## config.mk

```make
export PLATFORM = sky130hd
export DESIGN_NAME = vts_front
export DESIGN_NICKNAME = d
export VERILOG_FILES = /design/src/rtl/vts_pkg.sv /design/src/rtl/vts_fifo.sv /design/src/rtl/vts_front.sv
export SDC_FILE = /design/constraint.sdc
export NUM_CORES = 1
export LEC_CHECK = 0
export ABC_AREA = 1
export BUFFER_PORTS_ARGS = -buffer_cell sky130_fd_sc_hd__buf_2
export CAP_MARGIN = 30
export CORE_MARGIN = 2
export CORE_UTILIZATION = 55
export CTS_BUF_LIST = sky130_fd_sc_hd__clkbuf_2
export DETAILED_ROUTE_END_ITERATION = 8
export PLACE_DENSITY = 0.82
export SLEW_MARGIN = 30
export SYNTH_ARGS = -nofsm -noshare
export SYNTH_HDL_FRONTEND = slang
export SYNTH_HIERARCHICAL = 1
export SYNTH_SLANG_ARGS = --single-unit
```

## constraint.sdc

```tcl
create_clock -name clk_i -period 6.35 [get_ports clk_i]
set_clock_uncertainty 0.05 [all_clocks]
set_input_delay 0.635 -clock clk_i [delete_from_list [all_inputs] [get_ports clk_i]]
set_output_delay 0.635 -clock clk_i [all_outputs]
set_load 0.1 [all_outputs]
```

## src/rtl/vts_pkg.sv

```systemverilog
// Shared types, widths and helpers of the trilinear volume sampler.
// No dependencies; vts_front, vts_back and the top level import this package.
package vts_pkg;

  // Field widths fixed by the item format.
  localparam int unsigned SAMPLE_W = 16;
  localparam int unsigned FRAC_W   = 8;
  localparam int unsigned COORD_W  = 13;
  localparam int unsigned SIZE_W   = 6;
  localparam int unsigned INDEX_W  = 15;

  // Derived internal widths. An axis position may reach size minus one plus one.
  localparam int unsigned AXIS_W  = COORD_W - FRAC_W + 1;
  localparam int unsigned PLANE_W = 2 * SIZE_W;
  localparam int unsigned YOFF_W  = AXIS_W + SIZE_W;
  localparam int unsigned ZOFF_W  = AXIS_W + PLANE_W;
  localparam int unsigned SUM_W   = ZOFF_W + 1;
  localparam int unsigned LIMIT_W = SIZE_W + FRAC_W;
  localparam int unsigned DIFF_W  = SAMPLE_W + 1;
  localparam int unsigned PROD_W  = DIFF_W + FRAC_W + 1;
  localparam int unsigned SH_W    = PROD_W - FRAC_W;

  // Default volume bounds and register reset value.
  localparam int unsigned MAX_DIM_X_DEF = 32;
  localparam int unsigned MAX_DIM_Y_DEF = 32;
  localparam int unsigned MAX_DIM_Z_DEF = 32;
  localparam int unsigned SIZE_RESET    = 32;

  // Queue depths between the parts.
  localparam int unsigned CMD_DEPTH = 2;
  localparam int unsigned RES_DEPTH = 2;

  // Configuration port.
  localparam int unsigned PADDR_W = 4;
  localparam int unsigned PDATA_W = 32;
  localparam logic [1:0] REG_X_SIZE = 2'd0;
  localparam logic [1:0] REG_Y_SIZE = 2'd1;
  localparam logic [1:0] REG_Z_SIZE = 2'd2;

  // Request type codes.
  localparam logic REQ_WRITE = 1'b0;
  localparam logic REQ_QUERY = 1'b1;

  // What the back part has to do with one command.
  typedef enum logic [1:0] {
    KIND_NOP,
    KIND_WRITE,
    KIND_QUERY
  } kind_e;

  typedef struct packed {
    logic                       req_type;
    logic [INDEX_W-1:0]         voxel_index;
    logic signed [SAMPLE_W-1:0] voxel_value;
    logic [COORD_W-1:0]         coord_x;
    logic [COORD_W-1:0]         coord_y;
    logic [COORD_W-1:0]         coord_z;
  } req_t;

  typedef struct packed {
    logic signed [SAMPLE_W-1:0] sample_out;
    logic                       out_of_bounds;
  } res_t;

  typedef struct packed {
    kind_e                      kind;
    logic                       oob;
    logic [INDEX_W-1:0]         wr_index;
    logic signed [SAMPLE_W-1:0] wr_value;
    logic [AXIS_W-1:0]          x0;
    logic [AXIS_W-1:0]          x1;
    logic [YOFF_W-1:0]          yoff0;
    logic [YOFF_W-1:0]          yoff1;
    logic [ZOFF_W-1:0]          zoff0;
    logic [ZOFF_W-1:0]          zoff1;
    logic [FRAC_W-1:0]          fx;
    logic [FRAC_W-1:0]          fy;
    logic [FRAC_W-1:0]          fz;
  } cmd_t;

  // A size of zero acts as one, and a size above the bound saturates.
  function automatic logic [SIZE_W-1:0] clamp_size(input logic [SIZE_W-1:0] v,
                                                   input int unsigned maxdim);
    logic [SIZE_W-1:0] r;
    r = v;
    if (v == '0) begin
      r = SIZE_W'(1);
    end else if (32'(v) > maxdim) begin
      r = SIZE_W'(maxdim);
    end
    return r;
  endfunction

endpackage

```

## src/rtl/vts_fifo.sv

```systemverilog
// Small register-based queue that carries any packed type.
// No dependencies.
module vts_fifo #(
  parameter type         T     = logic,
  parameter int unsigned DEPTH = 2
) (
  input  logic clk_i,
  input  logic rst_ni,
  input  logic push_i,
  input  T     data_i,
  output logic full_o,
  input  logic pop_i,
  output T     data_o,
  output logic empty_o
);

  localparam int unsigned PTR_W = (DEPTH > 1) ? $clog2(DEPTH) : 1;
  localparam int unsigned CNT_W = $clog2(DEPTH + 1);

  T                 slot_q [DEPTH];
  logic [PTR_W-1:0] wptr_q, wptr_d;
  logic [PTR_W-1:0] rptr_q, rptr_d;
  logic [CNT_W-1:0] count_q, count_d;
  logic             do_push, do_pop;

  assign full_o  = (count_q == CNT_W'(DEPTH));
  assign empty_o = (count_q == '0);
  assign do_push = push_i && !full_o;
  assign do_pop  = pop_i && !empty_o;
  assign data_o  = slot_q[rptr_q];

  // Pointer and fill-level update with wrap at the depth.
  always_comb begin
    wptr_d  = wptr_q;
    rptr_d  = rptr_q;
    count_d = count_q;
    if (do_push) begin
      wptr_d = (wptr_q == PTR_W'(DEPTH - 1)) ? '0 : wptr_q + 1'b1;
    end
    if (do_pop) begin
      rptr_d = (rptr_q == PTR_W'(DEPTH - 1)) ? '0 : rptr_q + 1'b1;
    end
    if (do_push && !do_pop) begin
      count_d = count_q + 1'b1;
    end else if (do_pop && !do_push) begin
      count_d = count_q - 1'b1;
    end
  end

  always_ff @(posedge clk_i or negedge rst_ni) begin
    if (!rst_ni) begin
      wptr_q  <= '0;
      rptr_q  <= '0;
      count_q <= '0;
    end else begin
      wptr_q  <= wptr_d;
      rptr_q  <= rptr_d;
      count_q <= count_d;
    end
  end

  // Entry storage needs no reset.
  always_ff @(posedge clk_i) begin
    if (do_push) begin
      slot_q[wptr_q] <= data_i;
    end
  end

endmodule

```

## src/rtl/vts_front.sv

```systemverilog
// Front part: accepts request beats, classifies them and precomputes corner offsets.
// Depends on vts_pkg and vts_fifo (the command queue toward the back part).
module vts_front import vts_pkg::*; #(
  parameter int unsigned STORE_DEPTH = MAX_DIM_X_DEF * MAX_DIM_Y_DEF * MAX_DIM_Z_DEF
) (
  input  logic               clk_i,
  input  logic               rst_ni,
  input  logic               push_i,
  input  req_t               req_i,
  output logic               full_o,
  input  logic [SIZE_W-1:0]  x_size_i,
  input  logic [SIZE_W-1:0]  y_size_i,
  input  logic [SIZE_W-1:0]  z_size_i,
  input  logic [PLANE_W-1:0] plane_i,
  input  logic               cmd_pop_i,
  output cmd_t               cmd_o,
  output logic               cmd_empty_o
);

  logic [SIZE_W-1:0]  xm1, ym1, zm1;
  logic [AXIS_W-1:0]  px, py, pz, nx, ny, nz;
  logic               oob;
  cmd_t               cmd;

  assign xm1 = x_size_i - 1'b1;
  assign ym1 = y_size_i - 1'b1;
  assign zm1 = z_size_i - 1'b1;

  // Integer parts of the coordinates.
  assign px = AXIS_W'(req_i.coord_x[COORD_W-1:FRAC_W]);
  assign py = AXIS_W'(req_i.coord_y[COORD_W-1:FRAC_W]);
  assign pz = AXIS_W'(req_i.coord_z[COORD_W-1:FRAC_W]);

  // Neighbor planes; the last plane of an axis uses itself.
  assign nx = (SIZE_W'(px) < xm1) ? px + 1'b1 : px;
  assign ny = (SIZE_W'(py) < ym1) ? py + 1'b1 : py;
  assign nz = (SIZE_W'(pz) < zm1) ? pz + 1'b1 : pz;

  // A coordinate beyond size minus one in any axis flags the query.
  assign oob = (LIMIT_W'(req_i.coord_x) > {xm1, {FRAC_W{1'b0}}}) ||
               (LIMIT_W'(req_i.coord_y) > {ym1, {FRAC_W{1'b0}}}) ||
               (LIMIT_W'(req_i.coord_z) > {zm1, {FRAC_W{1'b0}}});

  // Build the command for the back part.
  always_comb begin
    cmd          = '0;
    cmd.kind     = KIND_NOP;
    cmd.wr_index = req_i.voxel_index;
    cmd.wr_value = req_i.voxel_value;
    cmd.x0       = px;
    cmd.x1       = nx;
    cmd.yoff0    = YOFF_W'(py) * YOFF_W'(x_size_i);
    cmd.yoff1    = YOFF_W'(ny) * YOFF_W'(x_size_i);
    cmd.zoff0    = ZOFF_W'(pz) * ZOFF_W'(plane_i);
    cmd.zoff1    = ZOFF_W'(nz) * ZOFF_W'(plane_i);
    cmd.fx       = req_i.coord_x[FRAC_W-1:0];
    cmd.fy       = req_i.coord_y[FRAC_W-1:0];
    cmd.fz       = req_i.coord_z[FRAC_W-1:0];
    if (req_i.req_type == REQ_WRITE) begin
      // A write beyond the store is dropped but still answered.
      if (32'(req_i.voxel_index) < STORE_DEPTH) begin
        cmd.kind = KIND_WRITE;
      end
    end else if (oob) begin
      cmd.oob = 1'b1;
    end else begin
      cmd.kind = KIND_QUERY;
    end
  end

  vts_fifo #(
    .T     (cmd_t),
    .DEPTH (CMD_DEPTH)
  ) u_cmd_fifo (
    .clk_i   (clk_i),
    .rst_ni  (rst_ni),
    .push_i  (push_i),
    .data_i  (cmd),
    .full_o  (full_o),
    .pop_i   (cmd_pop_i),
    .data_o  (cmd_o),
    .empty_o (cmd_empty_o)
  );

endmodule

```

==> results.txt <==
----------------------------------------------------
[Run status]
  Run status ... completed

[Floorplanning]
  Standard-cell row count ... 64
  Die X ... 180 um
  Starting utilization of the core area ... a little under three fifths
  Area enclosed by the die boundary ... around 0.032 mm2
  Y dimension of the die ... 180 um
  Number of top-level pins ... between 200 and 250
  Core Box Area ... 0.0306 mm2

[Synth]
  Main flop type after synthesis ... sky130_fd_sc_hd__edfxtp_1
  Dominant cell type by area after synthesis ... sky130_fd_sc_hd__edfxtp_1
  Share of synthesized area occupied by flip-flops and latches ... 46.3%
  Fraction of registers with async set or reset after synthesis ... 1.52%
  Average cell area after synthesis ... 9.53 um2
  #FFs+latches synth ... 264
  Number of synthesized flops with an enable pin ... 260
  Warnings from Yosys ... 6
  Area fraction of the dominant cell type after synthesis ... 45.7%
  Syn Inst Count ... 1,792
  Leading post-synthesis cells by cell area ... sky130_fd_sc_hd__edfxtp_1, sky130_fd_sc_hd__nand2_1, sky130_fd_sc_hd__fa_1
  Netlist cell types ... 40
  Area of the mapped netlist ... 0.0171 mm2

[Critical path]
  Reg-to-reg endpoint ... u_cmd_fifo/slot_q[0][24]
  Cell with the biggest individual delay on the critical path ... sky130_fd_sc_hd__o21ai_2
  Crit path arrival time ... 5.81 ns
  Cell type with the highest occurrence count on the critical path ... sky130_fd_sc_hd__nand2_1
  Cell class contributing the biggest share of worst-path delay ... adder cells
  Reg-to-reg critical path startpoint ... u_cmd_fifo/count_q[1]
  Critical Path Fanout Max ... 11
  Worst setup slack for register-to-register paths ... 3.73 ns
  Worst setup path category ... in -> reg
  Buf/Inv on CP ... 5
  Req. time, crit path ... between 6 and 7 ns
  Kind of start point of the critical path ... input port
  Depth of the worst register-to-register path ... 6
  Max incr delay on CP ... 0.57 ns
  Nature of the critical path endpoint ... flop

[GRT]
  First-pass GRT wire length ... 63,700 um
  Largest net degree at the start of global routing ... between 80 and 90
  GRT overflow ... 0
  Number of global-route vias before repair ... 13,400
  Antenna violations before repair ... 4
  Total global routing track utilization ... 24.2%

[Clocking]
  TritonCTS Buffers ... 68
  Clock-pin slew of the registers on the worst-case setup and hold paths ... 0.11 ns
  Number of clock sinks ... around 260
  Number of buffers on the longest clock path ... 3
  Clk root buf ... sky130_fd_sc_hd__clkbuf_2
  Clock Latency Late Sink ... just under 0.8 ns
  Maximum level of the CTS H-tree ... 3
  Setup bufs post-CTS ... 0
  TritonCTS clock tree ... done

[Min path]
  Hold WC Path Type ... in -> async

[STA]
  Number of failing hold endpoints at the final stage ... 0
  Final worst path period share ... 83.5%
  Peak Freq ... 189 MHz
  Relative slew slack ... 37.4%
  Clock period minus final worst setup slack ... about 5.3 ns
  Max Transition Viols Final ... 0
  Setup Total Neg Slack ... 0 ns
  Slew @ Worst Pin ... 0.939 ns
  RSZ-0062 raised after global routing ... no
  Setup-violating endpoint count in the final report ... 0

[Drt]
  Wire length per cell ... 15.2 um
  Final WL ... 38,800 um
  Ratio of routed vias to standard cells ... 5.14
  Length of the first detailed-routing pass in iterations ... 7
  Starting DRT DRC Count ... ~700
  Total number of vias ... about 13,000
  Count of unresolved DRC violations after routing ... 0
  Count of antenna-violating nets left after detailed routing ... 0

[Job]
  Count of maximum capacitance violations ... 0

[Final layout]
  Fraction of final layout cells with drive strength greater than 1 ... 18.0%
  Leading cell types in the layout, fill and taps excluded ... sky130_fd_sc_hd__nand2_1, sky130_fd_sc_hd__edfxtp_1, sky130_fd_sc_hd__inv_1
  Layout filler cell count ... 2,454
  Post-layout net count ... 2,435
  Multi-input gate area ... 0.00788 mm2
  Layout-stage area growth over the synthesis result ... 15.6%
  Area occupied by registers ... 0.00791 mm2
  Leading cell type in the layout, fill and taps excluded ... sky130_fd_sc_hd__nand2_1

[Place]
  Weighted congestion reported at the end of routability-driven placement ... 0.874
  Port buffer count ... approximately 240
  Final HPWL from detailed placement ... roughly 28,000 um

----------------------------------------------------
synthesized netlist by cell type, drive strengths merged, types with 16 or more instances:
cell / count
nand2: 654
a21oi: 41
fa: 100
inv: 252
xor2: 39
xnor2: 16
o21ai: 24
nor2: 134
edfxtp: 260
buf: 48
nand3: 59
ha: 112
worst reg2reg max path: stages (launching register included):
cell and delay [ns]:
sky130_fd_sc_hd__dfrtp_1 0.41, sky130_fd_sc_hd__inv_1 0.10, sky130_fd_sc_hd__nor2_1 0.05, sky130_fd_sc_hd__nor2_1 0.17, sky130_fd_sc_hd__nand2_1 0.14, sky130_fd_sc_hd__inv_4 0.59, sky130_fd_sc_hd__buf_6 0.68
final cells by class:
cell class	instances	share of cell area (%)
antenna	4	0.0507
clock buffer	92	2.33
clock inverter	18	0.773
inverter	252	4.81
multi-input combinational	1222	39.9
sequential	264	40.0
tap	396	2.51
timing repair buffer	310	9.61
state kept, by name, indices dropped and copies added, names as in the netlist:
register	count
u_cmd_fifo/wptr_q	1
u_cmd_fifo/slot_q	260
u_cmd_fifo/count_q	2
u_cmd_fifo/rptr_q	1
routing by layer:
| metal | GRT usage, % | vias to the layer above | part of all wire [%] |
|---|---|---|---|
| met2 | 43.7 | 470 | 52 |
| met1 | 28.3 | 6241 | 39 |
| met5 | 0 | - | 0 |
| met3 | 4.95 | 72 | 6.6 |
| li1 | - | 6355 | - |
| met4 | 9.58 | 0 | 2.6 |
worst max path at each step:
stage                                    end  slack [ns]   startpoint  cells past startpoint
finish              u_cmd_fifo/slot_q[1][41]        1.05  z_size_i[0]                     27
detailed placement  u_cmd_fifo/slot_q[0][41]        0.28  z_size_i[0]                     27
CTS                 u_cmd_fifo/slot_q[0][41]        1.23  z_size_i[0]                     27
global route        u_cmd_fifo/slot_q[0][41]        0.80  z_size_i[0]                     27
floorplan           u_cmd_fifo/slot_q[0][41]        1.16  z_size_i[0]                     28
global placement    u_cmd_fifo/slot_q[0][41]        0.44  z_size_i[0]                     27
cells by family after synthesis:
logic type	synth area share [%]
flip-flops	46.3
adder cells (fa/ha/maj)	19.9
AO/OA/AOI/OAI	2.64
other	0.0219
buffers and inverters	7.78
AND/OR/NAND/NOR	20.5
XOR/XNOR	2.82
stage by stage:
stage	instances	hold WS (ns)	util (%)	setup WS, ns	area (um2)
after floorplan	1797	0.289	-	1.16	17100
after global placement	2381	0.398	60.5	0.439	18500
after detailed placement	2381	0.404	60.5	0.278	18500
after CTS	2554	0.0300	64.5	1.23	19700
after global routing	2557	0.0400	64.6	0.798	19800
final	2558	0.170	64.6	1.05	19800
timing repair:
action | in CTS | in global routing
endpoints found under the setup margin | 0 | 0
hold buffers | 63 | 0
hold endpoints to repair | 128 | 0
gates resized for setup | 0 | 0
Power is not shown: default switching activity piles up to over one toggle a cycle in this logic, so the estimate is an artifact.
